==> config.mk <==
export PLATFORM = sky130hd
export DESIGN_NAME = xibe_serialise
export DESIGN_NICKNAME = d
export VERILOG_FILES = /design/src/rtl/xibe_pkg.sv /design/src/rtl/xibe_serialise.sv
export SDC_FILE = /design/constraint.sdc
export NUM_CORES = 1
export LEC_CHECK = 0
export BUFFER_PORTS_ARGS = -buffer_cell sky130_fd_sc_hd__buf_2
export CAP_MARGIN = 15
export CORE_ASPECT_RATIO = 0.7
export CORE_MARGIN = 10
export CORE_UTILIZATION = 57
export DETAILED_ROUTE_END_ITERATION = 7
export PLACE_DENSITY = 0.95
export SYNTH_ARGS = -nofsm -noshare
export SYNTH_HDL_FRONTEND = slang
export SYNTH_SLANG_ARGS = --single-unit
==> constraint.sdc <==
create_clock -name i_clk -period 9 [get_ports i_clk]
set_input_delay 0.45 -clock i_clk [delete_from_list [all_inputs] [get_ports i_clk]]
set_output_delay 0.45 -clock i_clk [all_outputs]
set_load 0.005 [all_outputs]
==> src/rtl/xibe_pkg.sv <==
// Package: shared types and constants for the x86 instruction byte encoder.
`default_nettype none
package xibe_pkg;
    localparam int unsigned MaxBytes = 11;
    localparam int unsigned CntW = 4;

    typedef enum logic [3:0] {
        OP_MOV = 4'd0, OP_ADD = 4'd1, OP_SUB = 4'd2, OP_CMP = 4'd3, OP_INC = 4'd4,
        OP_DEC = 4'd5, OP_MUL = 4'd6, OP_DIV = 4'd7, OP_JE = 4'd8, OP_RET = 4'd9
    } t_op;

    localparam logic [1:0] KIND_REG = 2'd0;
    localparam logic [1:0] KIND_IMM = 2'd1;
    localparam logic [1:0] KIND_MEM = 2'd2;

    typedef struct packed {
        logic [3:0]  opcode;
        logic [1:0]  dst_kind;
        logic [2:0]  dst_reg;
        logic [1:0]  src_kind;
        logic [2:0]  src_reg;
        logic [31:0] imm_value;
        logic [3:0]  mem_base;
        logic [3:0]  mem_index;
        logic [1:0]  mem_scale;
        logic [31:0] mem_disp;
    } t_instr;

    typedef struct packed {
        logic [7:0] code_byte;
        logic       last_byte;
        logic       bad_form;
    } t_result;

    // Decoded form: opcode bytes, optional ModRM and imm.
    typedef struct packed {
        logic        bad;
        logic [1:0]  n_op;
        logic [7:0]  op0;
        logic [7:0]  op1;
        logic        has_rm;
        logic        rm_mem;
        logic [2:0]  rm_reg;
        logic [2:0]  rm_direct;
        logic [1:0]  n_imm;    // 0 none, 1 imm8, 2 imm32
        logic [31:0] imm;
    } t_dec;

    // Memory operand layout.
    typedef struct packed {
        logic        bad;
        logic [7:0]  modrm;
        logic        has_sib;
        logic [7:0]  sib;
        logic [1:0]  n_disp;   // 0 none, 1 disp8, 2 disp32
        logic [31:0] disp;
    } t_mem;

    typedef struct packed {
        logic [CntW-1:0] len;
        logic [MaxBytes-1:0][7:0] bytes;
        logic        bad;
    } t_frame;

    function automatic logic fits8(input logic [31:0] v);
        logic [31:0] t;
        begin
            t = v + 32'h80;
            fits8 = (t[31:8] == 24'd0);
        end
    endfunction
endpackage
`default_nettype wire

==> src/rtl/xibe_serialise.sv <==
// Stage 3: frame buffer that shifts bytes out one word at a time.
`default_nettype none
module xibe_serialise (
    input  wire logic             i_clk,
    input  wire logic             i_rst_n,
    input  wire logic             i_valid,
    output logic                  o_ready,
    input  wire xibe_pkg::t_frame i_frame,
    output logic                  o_valid,
    input  wire logic             i_ready,
    output xibe_pkg::t_result     o_res
);
    logic [xibe_pkg::CntW-1:0] r_left;
    logic [xibe_pkg::MaxBytes-1:0][7:0] r_bytes;
    logic r_bad;
    logic take, done;

    assign o_valid = (r_left != '0);
    assign done    = o_valid && i_ready && (r_left == xibe_pkg::CntW'(1));
    assign o_ready = !o_valid || done;
    assign take    = i_valid && o_ready;

    always_ff @(posedge i_clk) begin
        if (!i_rst_n) begin
            r_left <= '0;
        end else if (take) begin
            r_left <= i_frame.len;
        end else if (o_valid && i_ready) begin
            r_left <= r_left - 1'b1;
        end
        if (take) begin
            r_bytes <= i_frame.bytes;
            r_bad   <= i_frame.bad;
        end else if (o_valid && i_ready) begin
            r_bytes <= {8'd0, r_bytes[xibe_pkg::MaxBytes-1:1]};
        end
    end

    assign o_res.code_byte = r_bytes[0];
    assign o_res.last_byte = (r_left == xibe_pkg::CntW'(1));
    assign o_res.bad_form  = r_bad;
endmodule
`default_nettype wire

==> results.md <==
* Max cap viols at 0
* RR Startpoint: r_left[0]
* CP startpoint: r_left[0]
* Post-synth EDFFs at 89
* CP Depth at 9
* Synth Flop Type: edfxtp_1
* Final Critical Period at 2940 ps
* Die Ht at 91.5 µm
* Placed cell count at 586
* Crit end category: flip-flop
* Post-DP HPWL at 6.24 mm
* I/O pin total at 109
* Routability cong. at 0.804
* Lkg Pwr at 2.31 nW
* #FFs+latches synth at 93
* I/O Buffers at 108
* Root buf cell: clkbuf_8
* HP Class: in -> reg
* Min-Delay Path Depth at 1
* Final Cycle Share at 32.6%
* Family with the most delay on the worst path: buffers and inverters
* Critical path type: reg -> reg
* Startpoint Class: flip-flop
* Final Worst Setup Slack at 6060 ps
* Gate power share at 35.3%
* Residual DRC count at 0
* TNS Setup at 0 ps
* Final nets at 602
* Routed Antenna Nets at 0
* Largest stage delay, worst path at 590 ps
* Clock sinks at 93
* Max clock buf depth at 2
* GR Overflow Total at 0
* Die width at 122 µm
* Drt via density at 5.01
* Clock transition at the registers of the reported paths at 90 ps
* Clock skew at 8.49 ps
* Critical Path RT at 9110 ps
* Postcts setup bufs at 0
* Layout cells sized above 1 at 25.4%
* Vias at 3018
* Placeable Area at 6910 µm²
* Clock power share at 13.7%
* CTS Buf Count at 9
* Int Power at 1.13 mW
* TritonCTS clock tree: yes
* Fmax at 341 MHz
* Cells along the critical path: inv_1 > ha_1 > a21o_1 > nand2_2 > buf_4 > inv_2 > buf_4 > nand2_1 > nand2_1
* Post-CTS sizing at 0
* Switching Share at 35.5%
* Max VDD drop at 0.203 mV
* Largest net degree at the start of global routing at 89
* # setup viols final at 0
* WP data arrival at 3040 ps
* Seq pwr share at 51.0%
* GRT Util Overall at 15.9%
* First-pass GRT wire length at 14.4 mm
* First-pass detailed-route iteration total at 4
* Rows at 25
* Max transition margin at 27.3%
* Htree depth at 3
* Net Switching at 625 µW
* Post-synth ARST share at 0%
* Yosys cell types at 30
* Initial antenna violation count at 0
* Die area at 11200 µm²
* Hold_ws at 279 ps
* Final hold vios at 0
* Vias in the first global route at 3071
* PD cells at 366 nW/µm²
* Slowest cell on crit path: buf_4
* Worst Path Buf+Inv at 4
* Synthesis-to-finish area growth at 15.6%
* Cells after Synth at 409
* Slew of the pin with the lowest slew margin at 1090 ps
* WL per Instance at 14.8 µm
* Final Non-Filler Cells at 602
* R2R depth at 9
* Worst skew pair latency at 350 ps
* CP max FO at 81
* Drt first-iter violations at 248
* Status: finished, final reports clean
* Mapped Area at 4160 µm²
* Number of diodes at 0
* Synth warn at 0
* CTS Hold Bufs at 0
* Unrepaired setup endpoints after global routing: false
* Post-Syn Nets at 508
* Mean post-synth cell area at 10.2 µm²
* Slew Viols, Final at 0
* Seq/Total Area, Yosys at 66.2%
* Starting density of the core at 60.2%
* Worst Min Path Start: i_frame[0]
* Final wirelength at 8.92 mm
* Place WS at 6100 ps
==> metal layers <==
metal,share of wire [%],up-vias,track usage (%)
met5,0,-,0
met4,0.65,0,3.52
met3,9.1,7,7.30
met2,49,99,26.1
met1,41,1398,18.8
li1,-,1514,-
==> path summary, 6_finish.rpt <==
kind,slack (ps),to
worst max-delay path,6060,r_bytes[8]
worst min-delay path,280,r_bad
worst max register to register,6060,r_bytes[8]
worst min register to register,520,r_bytes[50]
==> stage by stage <==
stage	utilization, %	cell area [µm²]	total power [mW]
floorplan	-	4160	1.41
global placement	67.2	4650	1.49
detailed placement	67.2	4650	1.54
CTS	69.6	4810	1.78
global route	69.6	4810	1.91
finish	69.6	4810	1.76
==> final cells by class <==
cell class	instances	area, µm²
repair buffers	111	563
inverters	6	23.8
fillers	550	2100
clock inverters	6	37.5
well taps	94	118
multi-input cells	282	1190
clock buffers	10	128
flip-flops and latches	93	2750
==> placed cells by master (no fill, tap or decap), types with 3 or more instances in the layout <==
| cell | instances |
|---|---|
| buf_2 | 108 |
| clkbuf_8 | 9 |
| and3_1 | 9 |
| nand2_1 | 245 |
| dfxtp_1 | 4 |
| a21oi_1 | 3 |
| inv_1 | 4 |
| edfxtp_1 | 89 |
| buf_4 | 3 |
==> synthesized netlist by cell type (2+ instances only) <==
library cell / count / area (µm²)
a21oi_1: 3 / 15.0
nand3_1: 2 / 10.0
inv_1: 5 / 18.8
and3_1: 9 / 56.3
buf_4: 12 / 90.1
clkbuf_1: 9 / 33.8
o21a_1: 2 / 15.0
nor2_1: 2 / 7.51
nor3b_2: 2 / 25.0
edfxtp_1: 89 / 2670
dfxtp_1: 4 / 80.1
nand2_1: 245 / 920
buf_6: 6 / 67.6
a21o_1: 2 / 15.0
ha_1: 2 / 25.0
==> worst reg2reg max path, delay by kind of cell (launching register included) <==
family,cells,cell delay [ps]
compound gates,1,320
buf+inv,4,1290
flops,1,420
simple gates,3,390
fa+ha+maj,1,270
==> power by group through the flow <==
stage	Clock [mW]	Combinational (mW)	Sequential, mW
3_5_place_dp	0	0.628	0.910
6_report	0.241	0.621	0.898
2_1_floorplan	0	0.518	0.894
5_1_grt	0.265	0.723	0.919
3_3_place_gp	0	0.596	0.896
4_1_cts	0.248	0.632	0.900
==> registers in the layout, summed over array words and instances (netlist names) <==
name and count:
r_left 4, r_bad 1, r_bytes 80, o_res 8
==> kinds of logic after synthesis <==
kind of cell | Yosys count | synth area share [%]
muxes | 1 | 0.241
and+or+nand+nor | 266 | 25.4
buffers and inverters | 34 | 5.26
AOI/OAI and AO/OA | 13 | 2.32
DFF | 93 | 66.2
adders and majority gates | 2 | 0.601
(Power assumes the default switching activity.)
