**src/rtl/xibe_pkg.sv**
```systemverilog
// Package: shared types and constants for the x86 instruction byte encoder.
`default_nettype none
package xibe_pkg;
    localparam int unsigned MaxBytes = 11;
    localparam int unsigned CntW = 4;

    typedef enum logic [3:0] {
        OP_MOV = 4'd0, OP_ADD = 4'd1, OP_SUB = 4'd2, OP_CMP = 4'd3, OP_INC = 4'd4,
        OP_DEC = 4'd5, OP_MUL = 4'd6, OP_DIV = 4'd7, OP_JE = 4'd8, OP_RET = 4'd9
    } t_op;

    localparam logic [1:0] KIND_REG = 2'd0;
    localparam logic [1:0] KIND_IMM = 2'd1;
    localparam logic [1:0] KIND_MEM = 2'd2;

    typedef struct packed {
        logic [3:0]  opcode;
        logic [1:0]  dst_kind;
        logic [2:0]  dst_reg;
        logic [1:0]  src_kind;
        logic [2:0]  src_reg;
        logic [31:0] imm_value;
        logic [3:0]  mem_base;
        logic [3:0]  mem_index;
        logic [1:0]  mem_scale;
        logic [31:0] mem_disp;
    } t_instr;

    typedef struct packed {
        logic [7:0] code_byte;
        logic       last_byte;
        logic       bad_form;
    } t_result;

    // Decoded form: opcode bytes, optional ModRM and imm.
    typedef struct packed {
        logic        bad;
        logic [1:0]  n_op;
        logic [7:0]  op0;
        logic [7:0]  op1;
        logic        has_rm;
        logic        rm_mem;
        logic [2:0]  rm_reg;
        logic [2:0]  rm_direct;
        logic [1:0]  n_imm;    // 0 none, 1 imm8, 2 imm32
        logic [31:0] imm;
    } t_dec;

    // Memory operand layout.
    typedef struct packed {
        logic        bad;
        logic [7:0]  modrm;
        logic        has_sib;
        logic [7:0]  sib;
        logic [1:0]  n_disp;   // 0 none, 1 disp8, 2 disp32
        logic [31:0] disp;
    } t_mem;

    typedef struct packed {
        logic [CntW-1:0] len;
        logic [MaxBytes-1:0][7:0] bytes;
        logic        bad;
    } t_frame;

    function automatic logic fits8(input logic [31:0] v);
        logic [31:0] t;
        begin
            t = v + 32'h80;
            fits8 = (t[31:8] == 24'd0);
        end
    endfunction
endpackage
`default_nettype wire

```
**src/rtl/xibe_decode.sv**
```systemverilog
// Stage 1: mnemonic and operand form decode, memory operand layout.
`default_nettype none
module xibe_decode (
    input  wire logic            i_clk,
    input  wire logic            i_rst_n,
    input  wire logic            i_en,
    input  wire logic            i_valid,
    input  wire xibe_pkg::t_instr i_in,
    output logic                 o_valid,
    output xibe_pkg::t_dec       o_dec,
    output xibe_pkg::t_mem       o_mem
);
    xibe_pkg::t_dec n_dec, r_dec;
    xibe_pkg::t_mem n_mem, r_mem;
    logic r_valid;
    logic [2:0] g_ext;
    logic [7:0] g_rmr, g_rrm, g_short;
    logic hb, hi;
    logic [1:0] md;

    always_comb begin
        n_dec = '0;
        n_dec.imm = i_in.imm_value;
        n_dec.n_op = 2'd1;
        case (i_in.opcode)
            xibe_pkg::OP_SUB: begin
                g_ext = 3'd5; g_rmr = 8'h29; g_rrm = 8'h2B; g_short = 8'h2D;
            end
            xibe_pkg::OP_CMP: begin
                g_ext = 3'd7; g_rmr = 8'h39; g_rrm = 8'h3B; g_short = 8'h3D;
            end
            default: begin g_ext = 3'd0; g_rmr = 8'h01; g_rrm = 8'h03; g_short = 8'h05; end
        endcase
        case (i_in.opcode)
            xibe_pkg::OP_MOV: begin
                n_dec.has_rm = 1'b1;
                if (i_in.dst_kind == xibe_pkg::KIND_REG && i_in.src_kind == xibe_pkg::KIND_IMM) begin
                    n_dec.op0 = 8'hB8 + {5'd0, i_in.dst_reg};
                    n_dec.has_rm = 1'b0;
                    n_dec.n_imm = 2'd2;
                end else if (i_in.dst_kind == xibe_pkg::KIND_REG
                             && i_in.src_kind == xibe_pkg::KIND_REG) begin
                    n_dec.op0 = 8'h89;
                    n_dec.rm_reg = i_in.src_reg;
                    n_dec.rm_direct = i_in.dst_reg;
                end else if (i_in.dst_kind == xibe_pkg::KIND_REG
                             && i_in.src_kind == xibe_pkg::KIND_MEM) begin
                    n_dec.op0 = 8'h8B;
                    n_dec.rm_mem = 1'b1;
                    n_dec.rm_reg = i_in.dst_reg;
                end else if (i_in.dst_kind == xibe_pkg::KIND_MEM
                             && i_in.src_kind == xibe_pkg::KIND_REG) begin
                    n_dec.op0 = 8'h89;
                    n_dec.rm_mem = 1'b1;
                    n_dec.rm_reg = i_in.src_reg;
                end else if (i_in.dst_kind == xibe_pkg::KIND_MEM
                             && i_in.src_kind == xibe_pkg::KIND_IMM) begin
                    n_dec.op0 = 8'hC7;
                    n_dec.rm_mem = 1'b1;
                    n_dec.n_imm = 2'd2;
                end else begin
                    n_dec.bad = 1'b1;
                end
            end
            xibe_pkg::OP_ADD, xibe_pkg::OP_SUB, xibe_pkg::OP_CMP: begin
                n_dec.has_rm = 1'b1;
                n_dec.rm_mem = (i_in.dst_kind == xibe_pkg::KIND_MEM);
                n_dec.rm_direct = i_in.dst_reg;
                if (i_in.dst_kind != xibe_pkg::KIND_REG && i_in.dst_kind != xibe_pkg::KIND_MEM) begin
                    n_dec.bad = 1'b1;
                end else if (i_in.src_kind == xibe_pkg::KIND_REG) begin
                    n_dec.op0 = g_rmr;
                    n_dec.rm_reg = i_in.src_reg;
                end else if (i_in.src_kind == xibe_pkg::KIND_MEM) begin
                    n_dec.bad = (i_in.dst_kind != xibe_pkg::KIND_REG);
                    n_dec.op0 = g_rrm;
                    n_dec.rm_mem = 1'b1;
                    n_dec.rm_reg = i_in.dst_reg;
                end else if (i_in.src_kind == xibe_pkg::KIND_IMM) begin
                    n_dec.rm_reg = g_ext;
                    if (xibe_pkg::fits8(i_in.imm_value)) begin
                        n_dec.op0 = 8'h83;
                        n_dec.n_imm = 2'd1;
                    end else if (i_in.dst_kind == xibe_pkg::KIND_REG && i_in.dst_reg == 3'd0) begin
                        n_dec.op0 = g_short;
                        n_dec.has_rm = 1'b0;
                        n_dec.n_imm = 2'd2;
                    end else begin
                        n_dec.op0 = 8'h81;
                        n_dec.n_imm = 2'd2;
                    end
                end else begin
                    n_dec.bad = 1'b1;
                end
            end
            xibe_pkg::OP_INC, xibe_pkg::OP_DEC: begin
                if (i_in.dst_kind == xibe_pkg::KIND_REG) begin
                    n_dec.op0 = (i_in.opcode == xibe_pkg::OP_INC ? 8'h40 : 8'h48)
                                + {5'd0, i_in.dst_reg};
                end else if (i_in.dst_kind == xibe_pkg::KIND_MEM) begin
                    n_dec.op0 = 8'hFF;
                    n_dec.has_rm = 1'b1;
                    n_dec.rm_mem = 1'b1;
                    n_dec.rm_reg = (i_in.opcode == xibe_pkg::OP_INC) ? 3'd0 : 3'd1;
                end else begin
                    n_dec.bad = 1'b1;
                end
            end
            xibe_pkg::OP_MUL, xibe_pkg::OP_DIV: begin
                n_dec.op0 = 8'hF7;
                n_dec.has_rm = 1'b1;
                n_dec.rm_mem = (i_in.dst_kind == xibe_pkg::KIND_MEM);
                n_dec.rm_direct = i_in.dst_reg;
                n_dec.rm_reg = (i_in.opcode == xibe_pkg::OP_MUL) ? 3'd4 : 3'd6;
                n_dec.bad = (i_in.dst_kind != xibe_pkg::KIND_REG
                             && i_in.dst_kind != xibe_pkg::KIND_MEM);
            end
            xibe_pkg::OP_JE: begin
                n_dec.n_op = 2'd2;
                n_dec.op0 = 8'h0F;
                n_dec.op1 = 8'h84;
                n_dec.n_imm = 2'd2;
            end
            xibe_pkg::OP_RET: n_dec.op0 = 8'hC3;
            default: n_dec.bad = 1'b1;
        endcase
        if (!n_dec.has_rm) n_dec.rm_mem = 1'b0;

        // memory operand
        n_mem = '0;
        hb = (i_in.mem_base < 4'd8);
        hi = (i_in.mem_index < 4'd8);
        n_mem.disp = i_in.mem_disp;
        n_mem.bad = hi && (i_in.mem_index[2:0] == 3'd4);
        if (i_in.mem_disp == 32'd0 && i_in.mem_base != 4'd5) md = 2'd0;
        else if (xibe_pkg::fits8(i_in.mem_disp)) md = 2'd1;
        else md = 2'd2;
        if (!hb && !hi) begin
            n_mem.modrm = {2'b00, n_dec.rm_reg, 3'b101};
            n_mem.n_disp = 2'd2;
        end else if (!hb) begin
            n_mem.modrm = {2'b00, n_dec.rm_reg, 3'b100};
            n_mem.has_sib = 1'b1;
            n_mem.sib = {i_in.mem_scale, i_in.mem_index[2:0], 3'b101};
            n_mem.n_disp = 2'd2;
        end else begin
            n_mem.has_sib = (i_in.mem_base == 4'd4) || hi;
            n_mem.modrm = {md, n_dec.rm_reg,
                           n_mem.has_sib ? 3'b100 : i_in.mem_base[2:0]};
            n_mem.sib = {hi ? i_in.mem_scale : 2'b00, hi ? i_in.mem_index[2:0] : 3'd4,
                         i_in.mem_base[2:0]};
            n_mem.n_disp = md;
        end
    end

    always_ff @(posedge i_clk) begin
        if (!i_rst_n) begin
            r_valid <= 1'b0;
        end else if (i_en) begin
            r_valid <= i_valid;
        end
        if (i_en) begin
            r_dec <= n_dec;
            r_mem <= n_mem;
        end
    end

    assign o_valid = r_valid;
    assign o_dec   = r_dec;
    assign o_mem   = r_mem;
endmodule
`default_nettype wire

```
**config.mk**
```make
export PLATFORM = sky130hd
export DESIGN_NAME = xibe_decode
export DESIGN_NICKNAME = d
export VERILOG_FILES = /design/src/rtl/xibe_pkg.sv /design/src/rtl/xibe_decode.sv
export SDC_FILE = /design/constraint.sdc
export NUM_CORES = 1
export LEC_CHECK = 0
export CAP_MARGIN = 20
export CORE_MARGIN = 1.5
export CORE_UTILIZATION = 45
export DETAILED_ROUTE_END_ITERATION = 8
export DONT_BUFFER_PORTS = 1
export PLACE_DENSITY = 0.68
export SKIP_CTS_REPAIR_TIMING = 1
export SLEW_MARGIN = 20
export SYNTH_ARGS = -nofsm -noshare
export SYNTH_HDL_FRONTEND = slang
export SYNTH_SLANG_ARGS = --single-unit
```
**constraint.sdc**
```tcl
create_clock -name i_clk -period 3.1 [get_ports i_clk]
set_clock_uncertainty 0.1 [all_clocks]
set_input_delay 0.465 -clock i_clk [delete_from_list [all_inputs] [get_ports i_clk]]
set_output_delay 0.465 -clock i_clk [all_outputs]
set_load 0.01 [all_outputs]
```
==> impl_results.md <==
* Clock sink total at 102
* Unrepaired setup endpoints after global routing: no
* Starting utilization of the core area at 0.470
* Maximum number of pins on one net before global-route repair at 103
* Initial antenna violation count at 0
* Htree depth at 3
* Initial DRC count at 222
* Antenna diodes at 0
* Power per cell area at 525 nW/um^2
* Average wire per standard cell at between 20 and 25 microns
* Post-synth top area cell: edfxtp_1
* Worst hold path type: input port to flop
* Crit path largest cell delay at 450 ps
* Hold Vio Cnt, Final at 0
* Initial DRT Pass Iterations at 5
* Total DRC errors in the routed layout at 0
* Hold Path Origin: i_in[22]
* Worst Setup SP: i_in[11]
* Worst r2r path cells at 2
* Post-DR vias/cell at 6.24
* List of cells traversed by the critical path: and4_1 > nand4_1 > nor4_1 > mux2i_1 > nand4_1 > a2111oi_0 > buf_4 > o21bai_1
* Width of the die at between 100 and 150 microns
* Number of cells in the design after placement at 521
* Async set or reset register ratio after synthesis at 0
* Post-Synth XOR/XNOR Area at 0.0179
* Io pins at 206
* Setup Crit Path Kind: input port to flop
* Total half-perimeter wirelength after legalization and detailed placement at 8570 microns
* Aggregate global routing overflow at 0
* Number of cells on the worst hold path at 0
* Die area at approximately 12000 sq um
* Share of final-layout standard cells stronger than drive strength 1 at 0.0873
* Sum of negative setup slack at 0 ps
* Worst relative slew slack at 0.637
* Final antenna-violating net count at 0
* Post-Syn Instances at between 400 and 500
* Launching point of the worst reg2reg path: o_valid
* Maximum count of clock buffers along a single path at 2
* Data required time at the worst endpoint at 3120 ps
* Routability cong. at 0.863
* Delay-heaviest family, CP: simple AND/OR/NAND/NOR gates
* Maximum fanout along the worst path at 6
* EDFF count, synth at 101
* Area fraction of the dominant cell type after synthesis at 0.620
* Number of warning messages in the yosys log at 0
* Setup ws final at 602 ps
* Maximum clock frequency at 400 MHz
* Combinational family with the most area after synthesis: simple AND/OR/NAND/NOR gates
* Number of global-route vias before repair at 3277
* Syn avg cell area at approximately 12 sq um
* Clk Latency, worst-skew pair at about 360 ps
* Non-filler cells, final at 537
* Share of synthesized cell area in and, or, nand and nor gates at 0.189
* Vertical extent of the die at 107 microns
* Post-place setup slack at between 200 and 250 ps
* Ys flop type: edfxtp_1
* Cell chosen for the clock root: clkbuf_8
* Critical Path Slowest Stage Cell: a2111oi_0
* Placeable Area at 10400 sq um
* Adder-Cell Fraction of Synth Area at 0.00511
* Total stage count of the critical path at 8
* Count of unique library cells instantiated by Yosys at 59
* Most used cells in the layout excluding fill and tap cells: edfxtp_1, nor2_1, nand2_1
* Share of synthesized area spent on multiplexers at 0.0164
* Net total in the final layout at 490
* Worst-Margin Slew at 530 ps
* Final worst-path cycle share at 0.806
* Most common library cell in the layout ignoring fill and taps: edfxtp_1
* Fin. max-slew vios at 0
* Port bufs at 0
* Buffer and inverter count on the worst path at 1
* Crit end category: flop
* Area of the mapped netlist at 4890 sq um
* Final critical path time including I/O delays and setup at ~2500 ps
* Setup violation total in the final timing report at 0
* Maximum ir drop on the vdd rail at between 0.2 and 0.25 mV
* Cell repeated most along the worst path: nand4_1
* Clock slew at reported path FFs at 100 ps
* Global Route Usage Sum at 0.206
* Compound-Gate Fraction of Synth Area at 0.113
* Via count at 3353
* Routed Wire Length at between 10000 and 15000 microns
* WHS at 96.8 ps
* Final cell area excluding filler cells at 5150 sq um
* Worst endpoint data arrival time at 2520 ps
* Max cap viols at 0
* CTS tree: yes
* # rows at 37
* Type of element launching the critical path: input port
* Post-synthesis register bit count at 102
* Number of buffers inserted during clock tree synthesis at 9
* Global-route wire length before repair at 17900 microns
* Result of the run: completed
* Leakage at 1.63 nW
* Growth of design area from synthesis to finish at 5.27%
* Area post-placement at 4960 sq um
* Share of synthesized area occupied by flip-flops and latches at 0.624
* Leading cell types by total area after synthesis: edfxtp_1, nand3_1, nor2_1, nor3_1, nand2_1
-- synth_stat cells, drive strengths merged (3+ instances only) --
cell type and count:
mux2i 8, or3 5, xnor2 6, a21oi 14
nand2b 5, nor4 11, nand3 24, o22ai 3
clkbuf 12, and4 3, nor2b 10, nand4 9
xor2 4, buf 13, o21ai 21, or2 3
nor2 28, nor3 23, and2 6, a31o 3
o21bai 3, o31ai 8, a211oi 4, edfxtp 101
inv 6, nand2 27, and3 6
-- per-layer routing --
metal	vias to the layer above	wire, microns	GRT usage
met3	18	1220	0.0884
met1	1601	4520	0.231
met4	0	176	0.0648
li1	1532	-	-
met2	202	6010	0.351
met5	-	0	0
-- flip-flops by register name, indices dropped and copies added, names as in the netlist --
register  cells
o_dec        50
o_valid       1
o_mem        51
-- cell type report --
cell class | instances | area [sq um]
clock buffer | 10 | 128
timing repair buffer | 3 | 22.5
fill | 894 | 5270
inverter | 6 | 22.5
multi-input combinational | 274 | 1690
tap | 136 | 170
clock inverter | 6 | 61.3
sequential | 102 | 3050
-- path summary, 6_finish.rpt --
kind,slack (ps),to
worst max-delay path,600,o_mem[33]
worst min-delay path,100,o_mem[22]
worst max register to register,2360,o_valid
worst min register to register,480,o_valid
-- power breakdown --
group / switching [W] / internal, W / total, W / leakage, nW
logic: 0.0000706 / 0.0000624 / 0.000133 / 0.543
registers: 0.000108 / 0.00164 / 0.00175 / 0.992
clock network: 0.000449 / 0.000373 / 0.000822 / 0.0964
total: 0.000627 / 0.00208 / 0.00271 / 1.63
-- per-stage QoR --
step                       util  total power [W]
final                     0.495          0.00271
after global routing      0.495          0.00281
after CTS                 0.495          0.00273
after detailed placement  0.476          0.00192
after global placement    0.476          0.00191
after floorplan               -          0.00190
-- cells by family (layout without fill, tap and decap cells) --
family / Yosys count / in the layout
buffers and inverters: 31 / 25
adders and majority gates: 2 / 2
AOI/OAI and AO/OA: 81 / 81
and+or+nand+nor: 167 / 167
xor gates and xnor gates: 10 / 10
other: 1 / 6
DFF: 102 / 102
muxes: 8 / 8
-- worst register-to-register path, cell delays in order (launching register included) --
cell	delay (ps)
dfxtp_1	400
mux2i_1	90
nor2b_1	100
Note: power is estimated with default switching activity, not from simulation.
